**src/rtl/prb_pkg.sv**
```systemverilog
// Shared types and constants for the packet reorder buffer.
// Used by prb_slot_store and packet_reorder_buffer; depends on nothing.
package prb_pkg;

    localparam int BUFFER_DEPTH = 8;
    localparam int IDX_W        = (BUFFER_DEPTH > 1) ? $clog2(BUFFER_DEPTH) : 1;
    localparam logic [IDX_W-1:0] LAST_IDX = IDX_W'(BUFFER_DEPTH - 1);

    localparam int SEQ_W     = 16;
    localparam int CHAN_W    = 5;
    localparam int PAYLOAD_W = 64;
    localparam int STAT_W    = 2;
    localparam int DATA_W    = 88;

    localparam logic [STAT_W-1:0] STAT_DELIVERED = 2'd0;
    localparam logic [STAT_W-1:0] STAT_STORED    = 2'd1;
    localparam logic [STAT_W-1:0] STAT_FULL      = 2'd2;

    typedef struct packed {
        logic [SEQ_W-1:0]     seq;
        logic [CHAN_W-1:0]    chan;
        logic [PAYLOAD_W-1:0] payload;
    } entry_t;

    typedef struct packed {
        logic             write;
        logic             clear;
        logic [IDX_W-1:0] idx;
        entry_t           entry;
    } slot_cmd_t;

    typedef struct packed {
        logic   valid;
        logic   match;
        entry_t entry;
    } slot_rsp_t;

endpackage

```
**src/rtl/prb_slot_store.sv**
```systemverilog
// Slot storage of the reorder buffer with the shared sequence comparator.
// Depends on prb_pkg.
module prb_slot_store (
    input  logic                    aclk,
    input  logic                    aresetn,
    input  prb_pkg::slot_cmd_t      cmd,
    input  logic [prb_pkg::SEQ_W-1:0] expected,
    output prb_pkg::slot_rsp_t      rsp
);
    import prb_pkg::*;

    logic [BUFFER_DEPTH-1:0] valid_reg;
    entry_t                  entry_reg [BUFFER_DEPTH];

    // Valid bits are cleared by reset; entry contents are only read while valid.
    always_ff @(posedge aclk) begin
        if (!aresetn) begin
            valid_reg <= '0;
        end else if (cmd.write) begin
            valid_reg[cmd.idx] <= 1'b1;
        end else if (cmd.clear) begin
            valid_reg[cmd.idx] <= 1'b0;
        end
    end

    always_ff @(posedge aclk) begin
        if (cmd.write) begin
            entry_reg[cmd.idx] <= cmd.entry;
        end
    end

    // One slot is examined per cycle at the sequencer's index.
    always_comb begin
        rsp.valid = valid_reg[cmd.idx];
        rsp.entry = entry_reg[cmd.idx];
        rsp.match = valid_reg[cmd.idx] && (entry_reg[cmd.idx].seq == expected);
    end

endmodule

```
**src/rtl/packet_reorder_buffer.sv**
```systemverilog
// Top level of the packet reorder buffer: sequencer, expected count and output register.
// Depends on prb_pkg and prb_slot_store.
//
// Channel  Direction  Handshake          Contents
// s_       in         s_tvalid/s_tready  s_tdata: seq_num, channel, payload
// m_       out        m_tvalid/m_tready  m_tdata: out_seq, out_channel, out_payload;
//                                        m_tuser: status; m_tlast: last_of_run
//
// For a packet that is stored or dropped, a free slot is searched one slot per cycle
// by its valid bit. For a delivered packet, the buffer is rescanned from slot 0
// after each drained entry. Reset is synchronous and active low; it clears the delivered
// count, all slot valid bits, the sequencer and the valid bit of the output register.
// A stalled result channel holds the sequencer only when a new result must be handed
// over; the input is taken again as soon as the last result of a packet sits in the
// output register.
module packet_reorder_buffer (
    input  logic                       aclk,
    input  logic                       aresetn,
    input  logic                       s_tvalid,
    output logic                       s_tready,
    // [15:0] seq_num, [20:16] channel, [84:21] payload, [87:85] zero
    input  logic [prb_pkg::DATA_W-1:0] s_tdata,
    output logic                       m_tvalid,
    input  logic                       m_tready,
    // [15:0] out_seq, [20:16] out_channel, [84:21] out_payload, [87:85] zero
    output logic [prb_pkg::DATA_W-1:0] m_tdata,
    // [1:0] status
    output logic [prb_pkg::STAT_W-1:0] m_tuser,
    output logic                       m_tlast
);
    import prb_pkg::*;

    localparam logic [1:0] S_IDLE = 2'd0;
    localparam logic [1:0] S_SCAN = 2'd1;
    localparam logic [1:0] S_FREE = 2'd2;
    localparam logic [1:0] S_LAST = 2'd3;

    logic [1:0]        state_reg, state_next;
    logic [IDX_W-1:0]  idx_reg, idx_next;
    logic [SEQ_W-1:0]  dcount_reg, dcount_next;
    logic [STAT_W-1:0] pend_stat_reg, pend_stat_next;
    entry_t            pend_entry_reg, pend_entry_next;

    logic              m_valid_reg;
    logic [STAT_W-1:0] m_stat_reg;
    entry_t            m_entry_reg;
    logic              m_last_reg;

    logic              load_out;
    logic              load_last;
    logic              out_free;
    logic [SEQ_W-1:0]  expected;
    entry_t            in_entry;
    slot_cmd_t         cmd;
    slot_rsp_t         rsp;

    assign expected = dcount_reg + SEQ_W'(1);
    assign out_free = !m_valid_reg || m_tready;
    assign s_tready = (state_reg == S_IDLE);

    assign in_entry.seq     = s_tdata[SEQ_W-1:0];
    assign in_entry.chan    = s_tdata[SEQ_W+CHAN_W-1:SEQ_W];
    assign in_entry.payload = s_tdata[SEQ_W+CHAN_W+PAYLOAD_W-1:SEQ_W+CHAN_W];

    prb_slot_store u_slots (
        .aclk     (aclk),
        .aresetn  (aresetn),
        .cmd      (cmd),
        .expected (expected),
        .rsp      (rsp)
    );

    // The pending result is held back until the scan shows whether another
    // delivery follows it, so that the last result of a packet can be marked.
    always_comb begin
        state_next      = state_reg;
        idx_next        = idx_reg;
        dcount_next     = dcount_reg;
        pend_stat_next  = pend_stat_reg;
        pend_entry_next = pend_entry_reg;
        load_out        = 1'b0;
        load_last       = 1'b0;
        cmd.write       = 1'b0;
        cmd.clear       = 1'b0;
        cmd.idx         = idx_reg;
        cmd.entry       = pend_entry_reg;

        unique case (state_reg)
            S_IDLE: begin
                if (s_tvalid) begin
                    pend_entry_next = in_entry;
                    idx_next        = '0;
                    if (in_entry.seq == expected) begin
                        pend_stat_next = STAT_DELIVERED;
                        dcount_next    = in_entry.seq;
                        state_next     = S_SCAN;
                    end else begin
                        pend_stat_next = STAT_STORED;
                        state_next     = S_FREE;
                    end
                end
            end
            S_SCAN: begin
                if (rsp.match) begin
                    // Hand over the pending delivery, then restart the scan so
                    // that the lowest matching slot is always taken first.
                    if (out_free) begin
                        load_out        = 1'b1;
                        pend_entry_next = rsp.entry;
                        dcount_next     = rsp.entry.seq;
                        cmd.clear       = 1'b1;
                        idx_next        = '0;
                    end
                end else if (idx_reg == LAST_IDX) begin
                    state_next = S_LAST;
                end else begin
                    idx_next = idx_reg + IDX_W'(1);
                end
            end
            S_FREE: begin
                if (!rsp.valid) begin
                    cmd.write               = 1'b1;
                    pend_entry_next.payload = '0;
                    state_next              = S_LAST;
                end else if (idx_reg == LAST_IDX) begin
                    pend_stat_next          = STAT_FULL;
                    pend_entry_next.payload = '0;
                    state_next              = S_LAST;
                end else begin
                    idx_next = idx_reg + IDX_W'(1);
                end
            end
            S_LAST: begin
                if (out_free) begin
                    load_out   = 1'b1;
                    load_last  = 1'b1;
                    state_next = S_IDLE;
                end
            end
            default: begin
                state_next = S_IDLE;
            end
        endcase
    end

    always_ff @(posedge aclk) begin
        if (!aresetn) begin
            state_reg   <= S_IDLE;
            idx_reg     <= '0;
            dcount_reg  <= '0;
            m_valid_reg <= 1'b0;
        end else begin
            state_reg  <= state_next;
            idx_reg    <= idx_next;
            dcount_reg <= dcount_next;
            if (load_out) begin
                m_valid_reg <= 1'b1;
            end else if (m_tready) begin
                m_valid_reg <= 1'b0;
            end
        end
    end

    always_ff @(posedge aclk) begin
        pend_stat_reg  <= pend_stat_next;
        pend_entry_reg <= pend_entry_next;
        if (load_out) begin
            m_stat_reg  <= pend_stat_reg;
            m_entry_reg <= pend_entry_reg;
            m_last_reg  <= load_last;
        end
    end

    assign m_tvalid = m_valid_reg;
    assign m_tuser  = m_stat_reg;
    assign m_tlast  = m_last_reg;
    assign m_tdata  = {(DATA_W - SEQ_W - CHAN_W - PAYLOAD_W)'(0),
                       m_entry_reg.payload, m_entry_reg.chan, m_entry_reg.seq};

endmodule
```
**config.mk**
```make
export PLATFORM = sky130hd
export DESIGN_NAME = packet_reorder_buffer
export DESIGN_NICKNAME = d
export VERILOG_FILES = /design/src/rtl/prb_pkg.sv /design/src/rtl/prb_slot_store.sv /design/src/rtl/packet_reorder_buffer.sv
export SDC_FILE = /design/constraint.sdc
export NUM_CORES = 1
export LEC_CHECK = 0
export ABC_AREA = 0
export BUFFER_PORTS_ARGS = -buffer_cell sky130_fd_sc_hd__buf_2
export CORE_MARGIN = 8
export CORE_UTILIZATION = 61
export DETAILED_ROUTE_END_ITERATION = 7
export HOLD_SLACK_MARGIN = 0.12
export MAX_ROUTING_LAYER = met4
export PLACE_DENSITY = 0.86
export SLEW_MARGIN = 20
export SYNTH_ARGS = -nofsm -noshare
export SYNTH_HDL_FRONTEND = slang
export SYNTH_SLANG_ARGS = --single-unit
```
**constraint.sdc**
```tcl
create_clock -name aclk -period 18.7 [get_ports aclk]
set_clock_uncertainty 0.05 [all_clocks]
set_input_delay 3.74 -clock aclk [delete_from_list [all_inputs] [get_ports aclk]]
set_output_delay 3.74 -clock aclk [all_outputs]
set_load 0.01 [all_outputs]
```
==> results.md <==
- Aggregate global-route resource usage: 0.246
- Pwr Density: 117 nW/µm²
- #FFs+latches synth: 888
- Buffer depth of the longest clock path: 3
- FF-to-FF setup slack: 12.38 ns
- Setup-failing EPs final: 0
- Post-route clock period utilization: 0.338
- Total Neg Setup Slack: 0 ns
- Remaining DRCs: 0
- Worst-Margin Slew: 1.08 ns
- FF-to-FF End: cmd[26]$_DFFE_PP_
- Area leader, netlist: edfxtp_1
- Worst Hold Path EP: m_tuser[1]$_DFFE_PP_
- Chip height: 253 µm
- WL per Instance: 28.0 µm
- Row cnt: 86
- Port Buffer Count: 178
- Syn Inst Count: 1694
- Worst stage delay on the critical path: 0.86 ns
- Worst vdd ir: 0.0000817 V
- Normalized max-slew margin: 0.282
- Reg clk slew, reported paths: 0.06 ns
- Initial Utilization: 0.619
- Ys async rst share: 0
- Commonest non-fill, non-tap cells in the layout: edfxtp_1 (855), buf_2 (178), mux4_2 (156)
- First-pass GRT wire length: 114000 µm
- Hold depth: 0
- Clock latency on the worst-skew pair: 0.63 ns
- Status: finished clean
- Worst hold path startpoint: pend_stat_reg[1]$_SDFFCE_PP1P_
- TritonCTS clock tree: built
- Routability congestion estimate: 0.847
- Fin. max-slew vios: 0
- Max FO, Critical Path: 64
- Post-CTS setup buffer count: 0
- Synth warn: 0
- Cts hold-fix bufs: 0
- Dpl hpwl: 39600 µm
- Die width: 253 µm
- Io pins: 185
- Post-synth EDFFs: 855
- Largest net degree at the start of global routing: 65
- Max_cap viols: 0
- Core Region: 55200 µm²
- Final #Nets: 2009
- Die area: 63800 µm²
- Max Freq: 158 MHz
- Layout cells sized above 1: 0.265
- Initial DRC Count: 1975
- Mapped Area: 34200 µm²
- Sequence of cells on the critical path: buf_4, mux4_2, mux2i_2, xnor3_1, or4_1, or4_4, and2_1, a2111oi_2, buf_4, buf_4
- Main area contributors after synthesis: edfxtp_1 (75%), mux4_2 (10%), mux2i_1 (3.5%), dfxtp_1 (1.9%), o22ai_1 (1.2%)
- GRT overflow: 0
- Final ANT Viol Nets: 0
- DRT Pass-1 Iters: 5
- Commonest non-fill, non-tap cell in the layout: edfxtp_1
- Slowest CP cell: buf_4
- Lkg Pwr: 12.5 nW
- Post-CTS sizing: 0
- CP Launch Type: register
- Initial antenna violation count: 0
- Req. time, crit path: 18.89 ns
- Post-layout minimum cycle time: 6.32 ns
- Path depth of the worst reg2reg path: 10
- Syn_area_per_cell: 20.2 µm²
- Seq/Total Area, Yosys: 0.771
- Util after Layout: 0.702
- Post-synth top area share: 0.752
- Top cell by count, worst path: buf_4
- Largest register FFs: 680
- Type of the worst min-delay path: reg -> reg
- CP Capture Type: register
- Clock tree sinks: 888
- WL final: 76300 µm
- Number of buffers created by CTS: 87
- Avg Vias per Cell: 6.49
- Distinct cells, synth: 61
- Vias in the first global route: 18300
- RSZ-0062 raised after global routing: no
- Vias: 17700
- ANT cells: 0
- Post-route cell area: 38800 µm²
- Arrival @ worst endpoint: 6.51 ns
- P&R area growth vs syn: 13.5%
- H-tree depth: 3
- Main synth FF type: edfxtp_1
- Hold Vio Cnt, Final: 0
- Crit Path Class: reg -> reg
- CTS root buffer: clkbuf_16
- DP Area: 35900 µm²
-- cell families after synthesis --
group	count (synthesis)	synth area share
and+or+nand+nor	164	0.0242
xor gates and xnor gates	35	0.0123
DFF	888	0.771
other	1	0.000110
buffers and inverters	158	0.0188
muxes	283	0.140
adders and majority gates	6	0.00220
AOI/OAI and AO/OA	159	0.0311
-- metrics by stage --
step	hold WS [ns]	power, mW	instances	setup slack [ns]
global placement	0.371	2.78	2570	11.91
CTS	0.392	4.54	2729	12.25
global route	0.404	4.64	2729	12.00
finish	0.392	4.52	2729	12.38
detailed placement	0.363	2.81	2570	11.87
floorplan	0.350	2.69	1696	3.28
-- synthesized netlist by cell type (6+ instances only) --
cell / number
buf_4: 6
buf_1: 21
nand3_1: 15
nor2_1: 29
o22ai_1: 64
nor2b_1: 8
xnor2_1: 22
mux4_2: 156
a21oi_1: 23
mux2i_1: 119
dfxtp_1: 33
nand2_1: 49
nor3_1: 16
a22oi_1: 6
edfxtp_1: 855
o21ai_0: 20
nor4_1: 7
clkbuf_1: 47
a31oi_1: 8
mux2_2: 7
ha_1: 6
inv_1: 77
nand4_1: 9
-- worst max path at each step --
stage | endpoint | slack [ns] | depth (start not counted)
finish | cmd[26]$_DFFE_PP_ | 12.38 | 10
global route | cmd[18]$_DFFE_PP_ | 12.00 | 11
CTS | cmd[26]$_DFFE_PP_ | 12.25 | 11
detailed placement | cmd[30]$_DFFE_PP_ | 11.87 | 8
global placement | cmd[27]$_DFFE_PP_ | 11.91 | 8
floorplan | cmd[0]$_DFFE_PP_ | 3.28 | 5
-- critical path, delay by kind of cell, from the launching register on --
kind / cells / cell delay, ns
xor gates and xnor gates: 1 / 0.40
and+or+nand+nor: 3 / 1.32
muxes: 2 / 0.79
DFF: 1 / 0.85
AOI/OAI and AO/OA: 1 / 0.43
buffers and inverters: 3 / 2.00
-- where the power goes --
group	internal, mW	switching [mW]
clock	1.01	0.728
combinational	0.136	0.176
sequential	2.36	0.106
-- per-layer routing --
layer / up-vias / GRT usage / share of wire
met1: 9164 / 0.321 / 0.39
met4: 0 / 0.0749 / 0.023
li1: 7316 / - / -
met2: 1078 / 0.398 / 0.50
met5: - / - / 0
met3: 147 / 0.0430 / 0.087
-- area by class of cell --
class	instances	area, µm²
Multi-Input combinational cell	650	7260
Fill cell	3157	16400
Timing Repair Buffer	207	1110
Sequential cell	888	26300
Clock inverter	55	548
Clock buffer	104	2290
Inverter	77	289
Tap cell	748	936
(Power assumes the default switching activity.)
